$ cat src/rtl/g2r_pkg.sv
// Shared types, character codes, microcode and string tables of the markup converter.
// Depends on nothing; used by the sequencer, the datapath and the top level.
package g2r_pkg;

    typedef logic [4:0] pc_t;
    typedef logic [5:0] str_addr_t;

    typedef enum logic [3:0] {
        OP_WAIT     = 4'd0,
        OP_OPEN     = 4'd1,
        OP_STORE    = 4'd2,
        OP_PASS     = 4'd3,
        OP_END      = 4'd4,
        OP_TRANS    = 4'd5,
        OP_STR      = 4'd6,
        OP_IDX_INIT = 4'd7,
        OP_TAIL     = 4'd8,
        OP_WS       = 4'd9,
        OP_SIGN     = 4'd10,
        OP_DIGIT    = 4'd11,
        OP_EMIT_ACC = 4'd12
    } op_t;

    typedef struct packed {
        op_t       op;
        str_addr_t arg;
        logic      last;
        pc_t       next;
    } ctrl_t;

    typedef struct packed {
        logic done;
        logic jump;
        pc_t  target;
    } stat_t;

    // Program addresses.
    localparam pc_t PC_WAIT      = 5'd0;
    localparam pc_t PC_OPEN      = 5'd1;
    localparam pc_t PC_STORE     = 5'd2;
    localparam pc_t PC_PASS      = 5'd3;
    localparam pc_t PC_END       = 5'd4;
    localparam pc_t PC_TRANS     = 5'd5;
    localparam pc_t PC_WG        = 5'd6;
    localparam pc_t PC_WG_INIT   = 5'd7;
    localparam pc_t PC_WG_TAIL   = 5'd8;
    localparam pc_t PC_WG_CLOSE  = 5'd9;
    localparam pc_t PC_WT        = 5'd10;
    localparam pc_t PC_WT_INIT   = 5'd11;
    localparam pc_t PC_WT_TAIL   = 5'd12;
    localparam pc_t PC_WT_CLOSE  = 5'd13;
    localparam pc_t PC_RF_UP     = 5'd14;
    localparam pc_t PC_RF_LO     = 5'd15;
    localparam pc_t PC_FI_UP     = 5'd16;
    localparam pc_t PC_FI_LO     = 5'd17;
    localparam pc_t PC_FB_UP     = 5'd18;
    localparam pc_t PC_FB_LO     = 5'd19;
    localparam pc_t PC_CG        = 5'd20;
    localparam pc_t PC_CL        = 5'd21;
    localparam pc_t PC_CM        = 5'd22;
    localparam pc_t PC_CT        = 5'd23;
    localparam pc_t PC_CA_INIT   = 5'd24;
    localparam pc_t PC_CA_WS     = 5'd25;
    localparam pc_t PC_CA_SIGN   = 5'd26;
    localparam pc_t PC_CA_DIGIT  = 5'd27;
    localparam pc_t PC_CA_EMIT   = 5'd28;

    // Character codes.
    localparam logic [7:0] CH_NUL = 8'h00;
    localparam logic [7:0] CH_TAB = 8'h09;
    localparam logic [7:0] CH_LF  = 8'h0A;
    localparam logic [7:0] CH_VT  = 8'h0B;
    localparam logic [7:0] CH_FF  = 8'h0C;
    localparam logic [7:0] CH_CR  = 8'h0D;
    localparam logic [7:0] CH_SP  = 8'h20;
    localparam logic [7:0] CH_PLS = 8'h2B;
    localparam logic [7:0] CH_MIN = 8'h2D;
    localparam logic [7:0] CH_0   = 8'h30;
    localparam logic [7:0] CH_9   = 8'h39;
    localparam logic [7:0] CH_LT  = 8'h3C;
    localparam logic [7:0] CH_GT  = 8'h3E;

    // Start addresses of the fixed strings in the string table.
    localparam str_addr_t STR_W_OPEN   = 6'd0;
    localparam str_addr_t STR_WG_CLOSE = 6'd8;
    localparam str_addr_t STR_WT_OPEN  = 6'd10;
    localparam str_addr_t STR_WT_CLOSE = 6'd18;
    localparam str_addr_t STR_RF_UP    = 6'd20;
    localparam str_addr_t STR_RF_LO    = 6'd32;
    localparam str_addr_t STR_FI_UP    = 6'd35;
    localparam str_addr_t STR_FI_LO    = 6'd39;
    localparam str_addr_t STR_FB_UP    = 6'd43;
    localparam str_addr_t STR_FB_LO    = 6'd47;
    localparam str_addr_t STR_CG       = 6'd51;
    localparam str_addr_t STR_CL       = 6'd52;
    localparam str_addr_t STR_CM       = 6'd58;
    localparam str_addr_t STR_CT       = 6'd63;
    localparam str_addr_t TAG_ARG_TWO  = 6'd2;
    localparam str_addr_t TAG_ARG_THREE = 6'd3;
    localparam str_addr_t ARG_NONE     = 6'd0;

    localparam int StrRomDepth = 64;

    // All fixed strings back to back; entry 0 sits in the top byte.
    localparam logic [8*StrRomDepth-1:0] STR_TEXT = {
        "{\\fs15 <", ">}", "{\\fs15 (", ")}", "{\\i1 \\fs15 (", ") }",
        "\\i1 ", "\\i0 ", "\\b1 ", "\\b0 ", ">", "\\line ", "\\par ", "<"
    };

    function automatic logic [7:0] str_byte(input str_addr_t addr);
        return STR_TEXT[(StrRomDepth - 1 - int'(addr)) * 8 +: 8];
    endfunction

    // True on the final byte of each string.
    function automatic logic str_end(input str_addr_t addr);
        return addr inside {6'd7, 6'd9, 6'd17, 6'd19, 6'd31, 6'd34, 6'd38,
                            6'd42, 6'd46, 6'd50, 6'd51, 6'd57, 6'd62, 6'd63};
    endfunction

    function automatic logic is_space(input logic [7:0] c);
        return c inside {CH_SP, CH_TAB, CH_LF, CH_VT, CH_FF, CH_CR};
    endfunction

    // Entry of the routine for a tag, by its first two bytes.
    function automatic pc_t trans_target(input logic [7:0] a, input logic [7:0] b);
        pc_t t;
        t = PC_WAIT;
        case (a)
            "W":
            begin
                if (b == "G" || b == "H") t = PC_WG;
                else if (b == "T") t = PC_WT;
            end
            "R":
            begin
                if (b == "F") t = PC_RF_UP;
                else if (b == "f") t = PC_RF_LO;
            end
            "F":
            begin
                if (b == "I") t = PC_FI_UP;
                else if (b == "i") t = PC_FI_LO;
                else if (b == "B") t = PC_FB_UP;
                else if (b == "b") t = PC_FB_LO;
            end
            "C":
            begin
                if (b == "A") t = PC_CA_INIT;
                else if (b == "G") t = PC_CG;
                else if (b == "L") t = PC_CL;
                else if (b == "M") t = PC_CM;
                else if (b == "T") t = PC_CT;
            end
            default:
            begin
                t = PC_WAIT;
            end
        endcase
        return t;
    endfunction

    function automatic ctrl_t cw(input op_t op, input str_addr_t arg, input logic last,
                                 input pc_t next);
        ctrl_t w;
        w.op   = op;
        w.arg  = arg;
        w.last = last;
        w.next = next;
        return w;
    endfunction

    // The microprogram.
    function automatic ctrl_t ucode(input pc_t pc);
        ctrl_t w;
        case (pc)
            PC_WAIT:     w = cw(OP_WAIT,     ARG_NONE,      1'b0, PC_WAIT);
            PC_OPEN:     w = cw(OP_OPEN,     ARG_NONE,      1'b0, PC_WAIT);
            PC_STORE:    w = cw(OP_STORE,    ARG_NONE,      1'b0, PC_WAIT);
            PC_PASS:     w = cw(OP_PASS,     ARG_NONE,      1'b1, PC_WAIT);
            PC_END:      w = cw(OP_END,      ARG_NONE,      1'b1, PC_WAIT);
            PC_TRANS:    w = cw(OP_TRANS,    ARG_NONE,      1'b0, PC_WAIT);
            PC_WG:       w = cw(OP_STR,      STR_W_OPEN,    1'b0, PC_WG_INIT);
            PC_WG_INIT:  w = cw(OP_IDX_INIT, TAG_ARG_TWO,   1'b0, PC_WG_TAIL);
            PC_WG_TAIL:  w = cw(OP_TAIL,     ARG_NONE,      1'b0, PC_WG_CLOSE);
            PC_WG_CLOSE: w = cw(OP_STR,      STR_WG_CLOSE,  1'b1, PC_WAIT);
            PC_WT:       w = cw(OP_STR,      STR_WT_OPEN,   1'b0, PC_WT_INIT);
            PC_WT_INIT:  w = cw(OP_IDX_INIT, TAG_ARG_THREE, 1'b0, PC_WT_TAIL);
            PC_WT_TAIL:  w = cw(OP_TAIL,     ARG_NONE,      1'b0, PC_WT_CLOSE);
            PC_WT_CLOSE: w = cw(OP_STR,      STR_WT_CLOSE,  1'b1, PC_WAIT);
            PC_RF_UP:    w = cw(OP_STR,      STR_RF_UP,     1'b1, PC_WAIT);
            PC_RF_LO:    w = cw(OP_STR,      STR_RF_LO,     1'b1, PC_WAIT);
            PC_FI_UP:    w = cw(OP_STR,      STR_FI_UP,     1'b1, PC_WAIT);
            PC_FI_LO:    w = cw(OP_STR,      STR_FI_LO,     1'b1, PC_WAIT);
            PC_FB_UP:    w = cw(OP_STR,      STR_FB_UP,     1'b1, PC_WAIT);
            PC_FB_LO:    w = cw(OP_STR,      STR_FB_LO,     1'b1, PC_WAIT);
            PC_CG:       w = cw(OP_STR,      STR_CG,        1'b1, PC_WAIT);
            PC_CL:       w = cw(OP_STR,      STR_CL,        1'b1, PC_WAIT);
            PC_CM:       w = cw(OP_STR,      STR_CM,        1'b1, PC_WAIT);
            PC_CT:       w = cw(OP_STR,      STR_CT,        1'b1, PC_WAIT);
            PC_CA_INIT:  w = cw(OP_IDX_INIT, TAG_ARG_TWO,   1'b0, PC_CA_WS);
            PC_CA_WS:    w = cw(OP_WS,       ARG_NONE,      1'b0, PC_CA_SIGN);
            PC_CA_SIGN:  w = cw(OP_SIGN,     ARG_NONE,      1'b0, PC_CA_DIGIT);
            PC_CA_DIGIT: w = cw(OP_DIGIT,    ARG_NONE,      1'b0, PC_CA_EMIT);
            PC_CA_EMIT:  w = cw(OP_EMIT_ACC, ARG_NONE,      1'b1, PC_WAIT);
            default:     w = cw(OP_WAIT,     ARG_NONE,      1'b0, PC_WAIT);
        endcase
        return w;
    endfunction

endpackage

$ cat src/rtl/g2r_ram.sv
// Generic single-write, single-read RAM with a registered read port.
// Depends on nothing.
module g2r_ram #(
    parameter int WIDTH = 8,
    parameter int DEPTH = 32,
    localparam int AW = (DEPTH > 1) ? $clog2(DEPTH) : 1
) (
    input  logic             clk,
    input  logic             we,
    input  logic [AW-1:0]    waddr,
    input  logic [WIDTH-1:0] wdata,
    input  logic [AW-1:0]    raddr,
    output logic [WIDTH-1:0] rdata
);

    logic [WIDTH-1:0] mem [DEPTH];

    always_ff @(posedge clk)
    begin
        if (we)
        begin
            mem[waddr] <= wdata;
        end
        rdata <= mem[raddr];
    end

endmodule

$ cat src/rtl/g2r_seq.sv
// Microprogram sequencer: step counter, control store and branch selection.
// Depends on g2r_pkg.
module g2r_seq (
    input  logic           clk,
    input  logic           rst_n,
    input  g2r_pkg::stat_t stat,
    output g2r_pkg::ctrl_t ctrl
);

    g2r_pkg::pc_t pc_reg;
    g2r_pkg::pc_t pc_next;

    assign ctrl = g2r_pkg::ucode(pc_reg);

    // A jump from the datapath wins; otherwise a finished step falls through
    // to the successor named in the control word, and an unfinished one repeats.
    always_comb
    begin
        pc_next = pc_reg;
        if (stat.jump)
        begin
            pc_next = stat.target;
        end
        else if (stat.done)
        begin
            pc_next = ctrl.next;
        end
    end

    always_ff @(posedge clk or negedge rst_n)
    begin
        if (!rst_n)
        begin
            pc_reg <= g2r_pkg::PC_WAIT;
        end
        else
        begin
            pc_reg <= pc_next;
        end
    end

endmodule

$ cat src/rtl/g2r_dp.sv
// Datapath of the markup converter: input latch, tag store, parse registers, output register.
// Depends on g2r_pkg and g2r_ram.
module g2r_dp #(
    parameter int TOKEN_CHARS = 32
) (
    input  logic           clk,
    input  logic           rst_n,
    input  g2r_pkg::ctrl_t ctrl,
    output g2r_pkg::stat_t stat,
    input  logic           in_valid,
    output logic           in_ready,
    input  logic [7:0]     in_byte,
    output logic           out_valid,
    input  logic           out_ready,
    output logic [7:0]     out_byte,
    output logic           run_last,
    output logic           text_done
);

    localparam int LW = $clog2(TOKEN_CHARS + 1);
    localparam int AW = $clog2(TOKEN_CHARS);

    logic                  in_tag_reg, in_tag_next;
    logic [LW-1:0]         len_reg, len_next;
    logic [LW-1:0]         idx_reg, idx_next;
    logic [7:0]            byte_reg, byte_next;
    logic [7:0]            tag0_reg, tag0_next;
    logic [7:0]            tag1_reg, tag1_next;
    logic [7:0]            acc_reg, acc_next;
    logic                  neg_reg, neg_next;
    g2r_pkg::str_addr_t    str_ptr_reg, str_ptr_next;
    logic                  str_active_reg, str_active_next;
    logic                  out_valid_reg, out_valid_next;
    logic [7:0]            out_byte_reg, out_byte_next;
    logic                  out_last_reg, out_last_next;
    logic                  out_done_reg, out_done_next;

    logic                  ram_we;
    logic [7:0]            rd_data;
    logic                  accept;
    logic                  out_free;
    logic [7:0]            tag_c;
    logic [7:0]            tag_a;
    logic [7:0]            tag_b;
    g2r_pkg::str_addr_t    str_addr;

    g2r_ram #(
        .WIDTH (8),
        .DEPTH (TOKEN_CHARS)
    ) u_tag_ram (
        .clk   (clk),
        .we    (ram_we),
        .waddr (len_reg[AW-1:0]),
        .wdata (byte_reg),
        .raddr (idx_next[AW-1:0]),
        .rdata (rd_data)
    );

    assign in_ready  = (ctrl.op == g2r_pkg::OP_WAIT);
    assign accept    = in_valid && in_ready;
    assign out_free  = !out_valid_reg || out_ready;
    assign out_valid = out_valid_reg;
    assign out_byte  = out_byte_reg;
    assign run_last  = out_last_reg;
    assign text_done = out_done_reg;

    // The RAM is read at the next index every cycle, so rd_data always holds
    // the entry at idx_reg; positions at or past the tag length read as zero.
    assign tag_c    = (idx_reg < len_reg) ? rd_data : g2r_pkg::CH_NUL;
    assign tag_a    = (len_reg > LW'(0)) ? tag0_reg : g2r_pkg::CH_NUL;
    assign tag_b    = (len_reg > LW'(1)) ? tag1_reg : g2r_pkg::CH_NUL;
    assign str_addr = str_active_reg ? str_ptr_reg : ctrl.arg;

    always_comb
    begin
        in_tag_next     = in_tag_reg;
        len_next        = len_reg;
        idx_next        = idx_reg;
        byte_next       = byte_reg;
        tag0_next       = tag0_reg;
        tag1_next       = tag1_reg;
        acc_next        = acc_reg;
        neg_next        = neg_reg;
        str_ptr_next    = str_ptr_reg;
        str_active_next = str_active_reg;
        out_valid_next  = out_valid_reg && !out_ready;
        out_byte_next   = out_byte_reg;
        out_last_next   = out_last_reg;
        out_done_next   = out_done_reg;
        ram_we          = 1'b0;
        stat            = '{done: 1'b0, jump: 1'b0, target: g2r_pkg::PC_WAIT};

        case (ctrl.op)
            g2r_pkg::OP_WAIT:
            begin
                if (accept)
                begin
                    byte_next = in_byte;
                    stat.jump = 1'b1;
                    if (in_byte == g2r_pkg::CH_NUL)
                        stat.target = g2r_pkg::PC_END;
                    else if (in_byte == g2r_pkg::CH_LT)
                        stat.target = g2r_pkg::PC_OPEN;
                    else if (in_byte == g2r_pkg::CH_GT)
                        stat.target = g2r_pkg::PC_TRANS;
                    else if (in_tag_reg)
                        stat.target = g2r_pkg::PC_STORE;
                    else
                        stat.target = g2r_pkg::PC_PASS;
                end
            end
            g2r_pkg::OP_OPEN:
            begin
                in_tag_next = 1'b1;
                len_next    = '0;
                stat.done   = 1'b1;
            end
            g2r_pkg::OP_STORE:
            begin
                if (len_reg < LW'(TOKEN_CHARS))
                begin
                    ram_we   = 1'b1;
                    len_next = len_reg + LW'(1);
                    if (len_reg == LW'(0))
                        tag0_next = byte_reg;
                    if (len_reg == LW'(1))
                        tag1_next = byte_reg;
                end
                stat.done = 1'b1;
            end
            g2r_pkg::OP_PASS:
            begin
                if (out_free)
                begin
                    out_valid_next = 1'b1;
                    out_byte_next  = byte_reg;
                    out_last_next  = ctrl.last;
                    out_done_next  = 1'b0;
                    stat.done      = 1'b1;
                end
            end
            g2r_pkg::OP_END:
            begin
                if (out_free)
                begin
                    out_valid_next = 1'b1;
                    out_byte_next  = g2r_pkg::CH_NUL;
                    out_last_next  = ctrl.last;
                    out_done_next  = 1'b1;
                    in_tag_next    = 1'b0;
                    len_next       = '0;
                    stat.done      = 1'b1;
                end
            end
            g2r_pkg::OP_TRANS:
            begin
                in_tag_next = 1'b0;
                stat.jump   = 1'b1;
                stat.target = g2r_pkg::trans_target(tag_a, tag_b);
            end
            g2r_pkg::OP_STR:
            begin
                if (out_free)
                begin
                    out_valid_next = 1'b1;
                    out_byte_next  = g2r_pkg::str_byte(str_addr);
                    out_last_next  = ctrl.last && g2r_pkg::str_end(str_addr);
                    out_done_next  = 1'b0;
                    if (g2r_pkg::str_end(str_addr))
                    begin
                        str_active_next = 1'b0;
                        stat.done       = 1'b1;
                    end
                    else
                    begin
                        str_ptr_next    = str_addr + 6'd1;
                        str_active_next = 1'b1;
                    end
                end
            end
            g2r_pkg::OP_IDX_INIT:
            begin
                idx_next  = LW'(ctrl.arg);
                acc_next  = 8'h00;
                neg_next  = 1'b0;
                stat.done = 1'b1;
            end
            g2r_pkg::OP_TAIL:
            begin
                if (idx_reg >= len_reg)
                begin
                    stat.done = 1'b1;
                end
                else if (out_free)
                begin
                    out_valid_next = 1'b1;
                    out_byte_next  = rd_data;
                    out_last_next  = 1'b0;
                    out_done_next  = 1'b0;
                    idx_next       = idx_reg + LW'(1);
                end
            end
            g2r_pkg::OP_WS:
            begin
                if (g2r_pkg::is_space(tag_c))
                    idx_next = idx_reg + LW'(1);
                else
                    stat.done = 1'b1;
            end
            g2r_pkg::OP_SIGN:
            begin
                if (tag_c == g2r_pkg::CH_PLS || tag_c == g2r_pkg::CH_MIN)
                begin
                    neg_next = (tag_c == g2r_pkg::CH_MIN);
                    idx_next = idx_reg + LW'(1);
                end
                stat.done = 1'b1;
            end
            g2r_pkg::OP_DIGIT:
            begin
                if (tag_c >= g2r_pkg::CH_0 && tag_c <= g2r_pkg::CH_9)
                begin
                    // acc * 10 + digit, kept to eight bits.
                    acc_next = (acc_reg << 3) + (acc_reg << 1) + (tag_c - g2r_pkg::CH_0);
                    idx_next = idx_reg + LW'(1);
                end
                else
                begin
                    stat.done = 1'b1;
                end
            end
            g2r_pkg::OP_EMIT_ACC:
            begin
                if (out_free)
                begin
                    out_valid_next = 1'b1;
                    out_byte_next  = neg_reg ? (8'h00 - acc_reg) : acc_reg;
                    out_last_next  = ctrl.last;
                    out_done_next  = 1'b0;
                    stat.done      = 1'b1;
                end
            end
            default:
            begin
                stat.done = 1'b1;
            end
        endcase
    end

    always_ff @(posedge clk or negedge rst_n)
    begin
        if (!rst_n)
        begin
            in_tag_reg     <= 1'b0;
            len_reg        <= '0;
            idx_reg        <= '0;
            str_active_reg <= 1'b0;
            out_valid_reg  <= 1'b0;
        end
        else
        begin
            in_tag_reg     <= in_tag_next;
            len_reg        <= len_next;
            idx_reg        <= idx_next;
            str_active_reg <= str_active_next;
            out_valid_reg  <= out_valid_next;
        end
    end

    always_ff @(posedge clk)
    begin
        byte_reg     <= byte_next;
        tag0_reg     <= tag0_next;
        tag1_reg     <= tag1_next;
        acc_reg      <= acc_next;
        neg_reg      <= neg_next;
        str_ptr_reg  <= str_ptr_next;
        out_byte_reg <= out_byte_next;
        out_last_reg <= out_last_next;
        out_done_reg <= out_done_next;
    end

endmodule

$ cat src/rtl/gbf_to_rtf_markup_converter_unit.sv
// Top level of the tag-to-RTF markup converter.
// Depends on g2r_pkg, g2r_seq and g2r_dp.
//
// One text byte enters per beat on the in channel; a zero byte ends the text.
// Each accepted byte causes zero or more beats on the out channel, the last of
// them flagged by run_last; the end-of-text byte gives one zero beat with
// text_done set. A '<' opens a tag, later bytes are kept up to TOKEN_CHARS,
// and a '>' turns a known kept tag into fixed RTF text, tag text or a number.
// Steps: every byte passes through the accept step and then its handling
// step, so a new byte is taken only after the last one has been handled.
// A '>' runs a dispatch step and, for a known tag, emits bytes from the
// string table; where tag text is copied, a step sets the tag index and a
// step leaves the copy loop; a numeric character tag is parsed digit by digit.
// The pace is set by the microprogram, which runs one step per cycle.
// The output register holds a result while the receiver stalls; an emit step
// simply repeats until that register frees, and a new byte is taken while the
// last result of the previous byte still waits. Reset returns the step counter
// to the accept step, empties the output register and the kept tag.
module gbf_to_rtf_markup_converter_unit #(
    parameter int TOKEN_CHARS = 32
) (
    input  logic       clk,
    input  logic       rst_n,
    input  logic       in_valid,
    output logic       in_ready,
    input  logic [7:0] in_byte,
    output logic       out_valid,
    input  logic       out_ready,
    output logic [7:0] out_byte,
    output logic       run_last,
    output logic       text_done
);

    g2r_pkg::ctrl_t ctrl;
    g2r_pkg::stat_t stat;

    g2r_seq u_seq (
        .clk   (clk),
        .rst_n (rst_n),
        .stat  (stat),
        .ctrl  (ctrl)
    );

    g2r_dp #(
        .TOKEN_CHARS (TOKEN_CHARS)
    ) u_dp (
        .clk       (clk),
        .rst_n     (rst_n),
        .ctrl      (ctrl),
        .stat      (stat),
        .in_valid  (in_valid),
        .in_ready  (in_ready),
        .in_byte   (in_byte),
        .out_valid (out_valid),
        .out_ready (out_ready),
        .out_byte  (out_byte),
        .run_last  (run_last),
        .text_done (text_done)
    );

endmodule

$ cat config.mk
export PLATFORM = sky130hd
export DESIGN_NAME = gbf_to_rtf_markup_converter_unit
export DESIGN_NICKNAME = d
export VERILOG_FILES = /design/src/rtl/g2r_pkg.sv /design/src/rtl/g2r_ram.sv /design/src/rtl/g2r_seq.sv /design/src/rtl/g2r_dp.sv /design/src/rtl/gbf_to_rtf_markup_converter_unit.sv
export SDC_FILE = /design/constraint.sdc
export NUM_CORES = 1
export LEC_CHECK = 0
export ABC_AREA = 0
export BUFFER_PORTS_ARGS = -buffer_cell sky130_fd_sc_hd__buf_2
export CAP_MARGIN = 20
export CORE_ASPECT_RATIO = 0.7
export CORE_MARGIN = 2
export CORE_UTILIZATION = 40
export DETAILED_ROUTE_END_ITERATION = 12
export PLACE_DENSITY = 0.55
export SETUP_SLACK_MARGIN = 0.4
export SLEW_MARGIN = 25
export SYNTH_ARGS = -nofsm -noshare
export SYNTH_HDL_FRONTEND = slang
export SYNTH_SLANG_ARGS = --single-unit
$ cat constraint.sdc
create_clock -name clk -period 4 [get_ports clk]
set_input_delay 0.6 -clock clk [delete_from_list [all_inputs] [get_ports clk]]
set_output_delay 0.6 -clock clk [all_outputs]
set_load 0.05 [all_outputs]
# After elaboration in Yosys (flattened, before gate mapping)
# Memories as Yosys holds them, arrays and structs flattened. A register that Yosys moved wholly into a read port is not among the register bits.
# Index checks and enable logic that the tools add are counted.
# op_classes
order_cmp	7
n_bitwise	1
add_sub_neg	8
eq_ne	64
shift	1
n_mux	72
n_reduce_logical	40
# ops
op	n
variable part select 512 x 32 -> 8 bit (first input constant)	1
equality test 8 x 7 -> 1 bit (second input constant)	16
2-to-1 mux 8 bit	11
2-to-1 mux 5 bit	15
equality test 6 bit (second input constant)	9
2-to-1 mux 6 bit	9
equality test 8 x 4 -> 1 bit (second input constant)	5
equality test 8 x 6 -> 1 bit (second input constant)	5
one-hot mux 8 bit (5 select lines)	1
one-hot mux 6 bit (5 select lines)	1
2-to-1 mux 1 bit	22
equality test 4 bit (second input constant)	5
!= test 2 x 1 -> 1 bit (second input constant)	10
one-hot mux 5 bit (4 select lines)	1
adder 6 x 1 -> 6 bit (second input constant)	3
equality test 6 x 5 -> 1 bit (second input constant)	3
one-hot mux 6 bit (3 select lines)	1
adder 8 bit	2
equality test 4 x 3 -> 1 bit (second input constant)	4
one-hot mux 8 bit (2 select lines)	1
AND reduction 3 bit	5
nonzero test 14 bit	1
greater-than comparator 6 x 1 -> 1 bit (second input constant)	2
one-hot mux 6 bit (2 select lines)	1
37 further kinds	59
# totals
in_bits	12
romBits	512
ff_bits	69
mem_count	2
out_inout_bits	12
mem_bits_rw	256
# mem_list
name	words	word_bits	rd	rd_clocked_by_memory_dff	wr	line_no	text
(no name shown)	32	16	1	0	0	g2r_pkg.sv:175	case (pc)
u_dp.u_tag_ram.mem	32	8	1	1	1	g2r_ram.sv:16	logic [WIDTH-1:0] mem [DEPTH];

# Depth between registers and ports, before layout
# depth
depth_word	11
depth_mapped	18
mapped_depth_nobuf	16

# Modules after synthesis
# A second synthesis with hierarchy kept.
# unflattened
cells_unflattened	1102
area_unflattened_um2	16027.9
# modules_own_cells
mod	n_inst	area_each_um2	seq_area_each_um2	cells_each
g2r_ram	1	10053.4	7847.5	417
g2r_dp	1	5216.3	1846.8	588
g2r_seq	1	758.2	125.1	97

# Worst setup path after synthesis
# OpenSTA, ideal clock, no wires.
# synth_path
path_kind	register to register
startpoint	reg u_seq.pc_reg[1]
endpoint	reg u_dp.str_ptr_reg[0] (enable)
period_less_slack_ns	4.173
setup_time_ns	0.325
arrival_time_ns	3.848
n_path_buf	2
path_slack_ns	-0.173
stages_incl_launch_ff	15
path_cell_list	dfrtp_1 -> clkbuf_1 -> inv_1 -> ha_1 -> ha_1 -> mux4_2 -> mux2i_1 -> inv_1 -> ha_1 -> clkbuf_1 -> inv_1 -> o2bb2ai_1 -> o32ai_1 -> a311oi_1 -> and3_1
# synth_between
elab_chain_cells	6
word_cells_on_any_way	20
# synth_lines
element	line_no	text
from (decl)	g2r_seq.sv:10	g2r_pkg::pc_t pc_reg;
from (signal assigned)	g2r_seq.sv:34	pc_reg <= g2r_pkg::PC_WAIT;
from (signal assigned)	g2r_seq.sv:38	pc_reg <= pc_next;
memory (32 x 16 bit) (*)	n/a	
2-to-1 mux 6 bit	g2r_dp.sv:72	assign str_addr = str_active_reg ? str_ptr_reg : ctrl.arg;
equality test 6 x 3 -> 1 bit (tied with other cells)	g2r_pkg.sv:116	return addr inside {6'd7, 6'd9, 6'd17, 6'd19, 6'd31, 6'd34, 6'd38,
nonzero test 14 bit	g2r_pkg.sv:116	
NOT 1 bit (no line)	n/a	
AND reduction 3 bit (no line) (*)	n/a	
to (signal assigned)	g2r_dp.sv:277	str_ptr_reg <= str_ptr_next;
to (decl)	g2r_dp.sv:31	g2r_pkg::str_addr_t str_ptr_reg, str_ptr_next;
# Every way passes the cells marked *; elsewhere a longest branch is shown, timed or not.
# A chain may end at the register's enable or synchronous reset.

# Final worst setup path
# layout_path
startpoint	reg u_dp.idx_reg[1]
endpoint	reg u_dp.acc_reg[7] (data pin)
# layout_between
elab_chain_cells	6
# layout_lines
element	line_no	text
from (decl)	g2r_dp.sv:25	logic [LW-1:0] idx_reg, idx_next;
from (signal assigned)	g2r_dp.sv:264	idx_reg <= idx_next;
less-than comparator 6 bit	g2r_dp.sv:69	assign tag_c = (idx_reg < len_reg) ? rd_data : g2r_pkg::CH_NUL;
2-to-1 mux 8 bit	g2r_dp.sv:69	
subtractor 8 x 6 -> 8 bit	g2r_dp.sv:224	acc_next = (acc_reg << 3) + (acc_reg << 1) + (tag_c - g2r_pkg::CH_0);
adder 8 bit	g2r_dp.sv:224	
2-to-1 mux 8 bit	g2r_dp.sv:221	if (tag_c >= g2r_pkg::CH_0 && tag_c <= g2r_pkg::CH_9)
one-hot mux 8 bit (2 select lines)	g2r_dp.sv:93	case (ctrl.op)
to (signal assigned)	g2r_dp.sv:275	acc_reg <= acc_next;
to (decl)	g2r_dp.sv:29	logic [7:0] acc_reg, acc_next;
# No other way between the ends. The select of a mux whose other input is x is not followed.

==> flow_summary.yaml <==
clocking:
  clkTransAtPathRegs_ns: 0.07
  clock_sinks: 333
  cts_buffer_depth: 3
  htreeDepth: 2
  clk_latency_ns: 0.53
  cts_root_buffer: "clkbuf_16"
  cts_tree: "yes"
  numCtsBuffers: 35
yosys:
  syn_nets: 1309
  synthArstFlopShare: 0.0601
  synth-seq-cells: 333
  synth_edf_count: 305
  muxShareOfSynthArea: 0.0662
  netlist_area_sq_mm: 0.0160
  avgSynthCellArea_sq_um: 12.8
  ys_seq_area_frac: 0.614
  yosys.area_share.simple: 0.101
  synth_top_cell_by_area: "edfxtp_1"
  synth_cell_types: 84
  ys_warn_count: 0
  yosys.area_share.adder: 0.0395
  synth_top_family_by_area: "compound AO/OA/AOI/OAI gates"
  postSynth.topFlopCell: "edfxtp_1"
  ys_top_cells_by_count: "305 x edfxtp_1, 99 x mux2i_1, 96 x nand2_1"
  synth_area_leaders: "edfxtp_1 57%, mux2i_1 6.2%, ha_1 3.4%"
  synthCells: 1249
  synth_xor_area_frac: 0.0126
  yosys.area.top_type_share: 0.573
  synth_compound_area_frac: 0.141
  synth.most_common_cell: "edfxtp_1"
finish:
  drive_gt1_frac: 0.269
  fin_util: 0.504
  largest_reg_flops: 256
  stdcell_count: 2001
  n_antenna_cell: 0
  nNetsFinal: 1500
  syn_to_final_growth_pct: 24.8
  max_flop_register: "u_dp.u_tag_ram.mem"
pwr:
  total_power_uw: 17500
  clock_power_share: 0.176
  p_sw_frac: 0.417
  power.share.sequential: 0.273
  ir_drop_mv: 0.379
  powerDensity_mw_per_mm2: 878
  p_int_uw: 10200
  p_leak_uw: 0.00704
  switchingPower_uw: 7310
  comb_power_share: 0.551
sta:
  max_clock_freq_mhz: 267
  holdWs_ns: 0.0540
  setup_viol: 0
  worst_slew_pin_slew_ns: 0.775
  tns_ns: 0
  rsz0062_at_grt: "true"
  slew_headroom: 0.482
  drv_slew: 0
  period_needed_ns: 3.75
  hold_violations: 0
  post-route-period-util: 0.937
  clock_skew_ns: 0.0216
placed_design:
  portBuffers: 23
  gp_congestion: 0.959
  dp_cells: 1877
  hpwl_mm: 30.3
worst_setup_path:
  start_kind: "flip-flop"
  crit_path_start: "u_dp.idx_reg[1]"
  worstSetupPathType: "reg -> reg"
  critPathRequiredTime_ns: 4.26
  arrival_ns: 4.01
  cp-end-kind: "flip-flop"
  reg2reg_from: "u_dp.idx_reg[1]"
  worstPathMaxFanout: 4
route:
  vias: 11500
  first_pass_iters: 5
  via_per_inst: 5.73
  ant_nets: 0
  drt_first_iter_violations: 1229
  drc: 0
  detail_route.wl_per_cell_um: 23.1
  wirelength_mm: 46.3
global_route:
  track_usage: 0.216
  overflow: 0
  grt_pass1_wl_mm: 67.6
  grt_pass1_vias: 10800
  grt_max_degree: 49
  antenna_found_initial: 0
die:
  initial_utilization: 0.404
  std_cell_rows: 61
  die_w_um: 243
  dieArea_sq_mm: 0.0416
  ios: 24
  core_area_sq_mm: 0.0395
  die_y_um: 171
status:
  status: "completed"
job:
  max_cap_viol_count: 0
min_path:
  holdCritPathClass: "in -> async"
==> logic make-up (layout without fill, tap and decap cells) <==
kind of cell    count (synthesis)  in the layout
xor+xnor                       23             23
simple gates                  317            317
mux                           104            104
buf+inv                        82            299
flops                         333            333
compound gates                342            342
fa+ha+maj                      48             48
==> repair_timing <==
item / 4_1_cts / 5_1_grt
buffers inserted: 33 / 20
hold endpoints to repair: 0 / 0
pin swaps: 36 / 26
gates resized for setup: 80 / 67
gates cloned: 3 / 5
hold buffers: 0 / 0
endpoints found under the setup margin: 11 / 26
==> critical path: stages, from the launching register on <==
cell and delay [ns]:
dfrtp_2 0.44, ha_4 0.25, nor2b_1 0.14, o21a_1 0.23, nor2_4 0.21, nand2_2 0.11
buf_6 0.14, buf_4 0.11, buf_4 0.13, o21bai_4 0.11, fa_2 0.48, fa_2 0.44
a21o_1 0.19, a21oi_2 0.15, xnor2_1 0.14, and3_1 0.17, nor3_1 0.04
==> per-stage QoR <==
| stage | instance area [sq um] | setup WS (ns) |
|---|---|---|
| floorplan | 16100 | 0.394 |
| global placement | 17500 | -0.160 |
| detailed placement | 17500 | -0.243 |
| CTS | 19400 | 0.360 |
| global route | 19900 | 0.123 |
| finish | 19900 | 0.253 |
==> cell type report <==
type                    instances  area, sq um
clock buffers                  44          931
clock inverters                19          140
fillers                      3491        19600
inverters                      30          115
multi-input cells             834         6440
flip-flops and latches        333         9830
well taps                     535          669
repair buffers                206         1820
==> path summary, 6_finish.rpt <==
check / to / cells after the start / slack (ns)
max: u_dp.acc_reg[7] / 16 / 0.25
min: u_seq.pc_reg[1] / 1 / 0.05
max reg2reg: u_dp.acc_reg[7] / 16 / 0.25
min reg2reg: u_dp.in_tag_reg / 2 / 0.56
max in group asynchronous: u_dp.idx_reg[3] / 1 / 3.52
min in group clk: u_dp.byte_reg[6] / 1 / 0.27
==> routing by layer <==
layer  track usage  share of wire
met5             0              0
met4        0.0416          0.015
met3        0.0534          0.085
met2         0.295           0.40
met1         0.343           0.50
==> cells in the final DEF (no fill, tap or decap), types with 9 or more instances in the layout <==
cell	instances
clkbuf_16	40
inv_1	18
o21ai_0	65
o22ai_1	20
a22oi_1	51
nand2_1	95
inv_2	11
ha_4	11
buf_4	155
nor4_2	10
nor2_1	86
o22ai_2	13
edfxtp_1	305
o21a_1	11
nor3_1	16
buf_2	23
a21oi_1	47
o21ai_1	22
xnor2_1	20
dfrtp_1	13
buf_12	10
and3_1	18
mux2i_1	93
nand3_1	27
ha_1	28
o22ai_4	9
==> power groups by stage <==
stage / logic, uW / clock network (uW) / registers, uW
6_report: 9640 / 3090 / 4780
5_1_grt: 10300 / 3300 / 4820
4_1_cts: 8770 / 3140 / 4770
3_5_place_dp: 7750 / 0 / 4840
3_3_place_gp: 7770 / 0 / 4840
2_1_floorplan: 4910 / 0 / 5000
(Power assumes the default switching activity.)
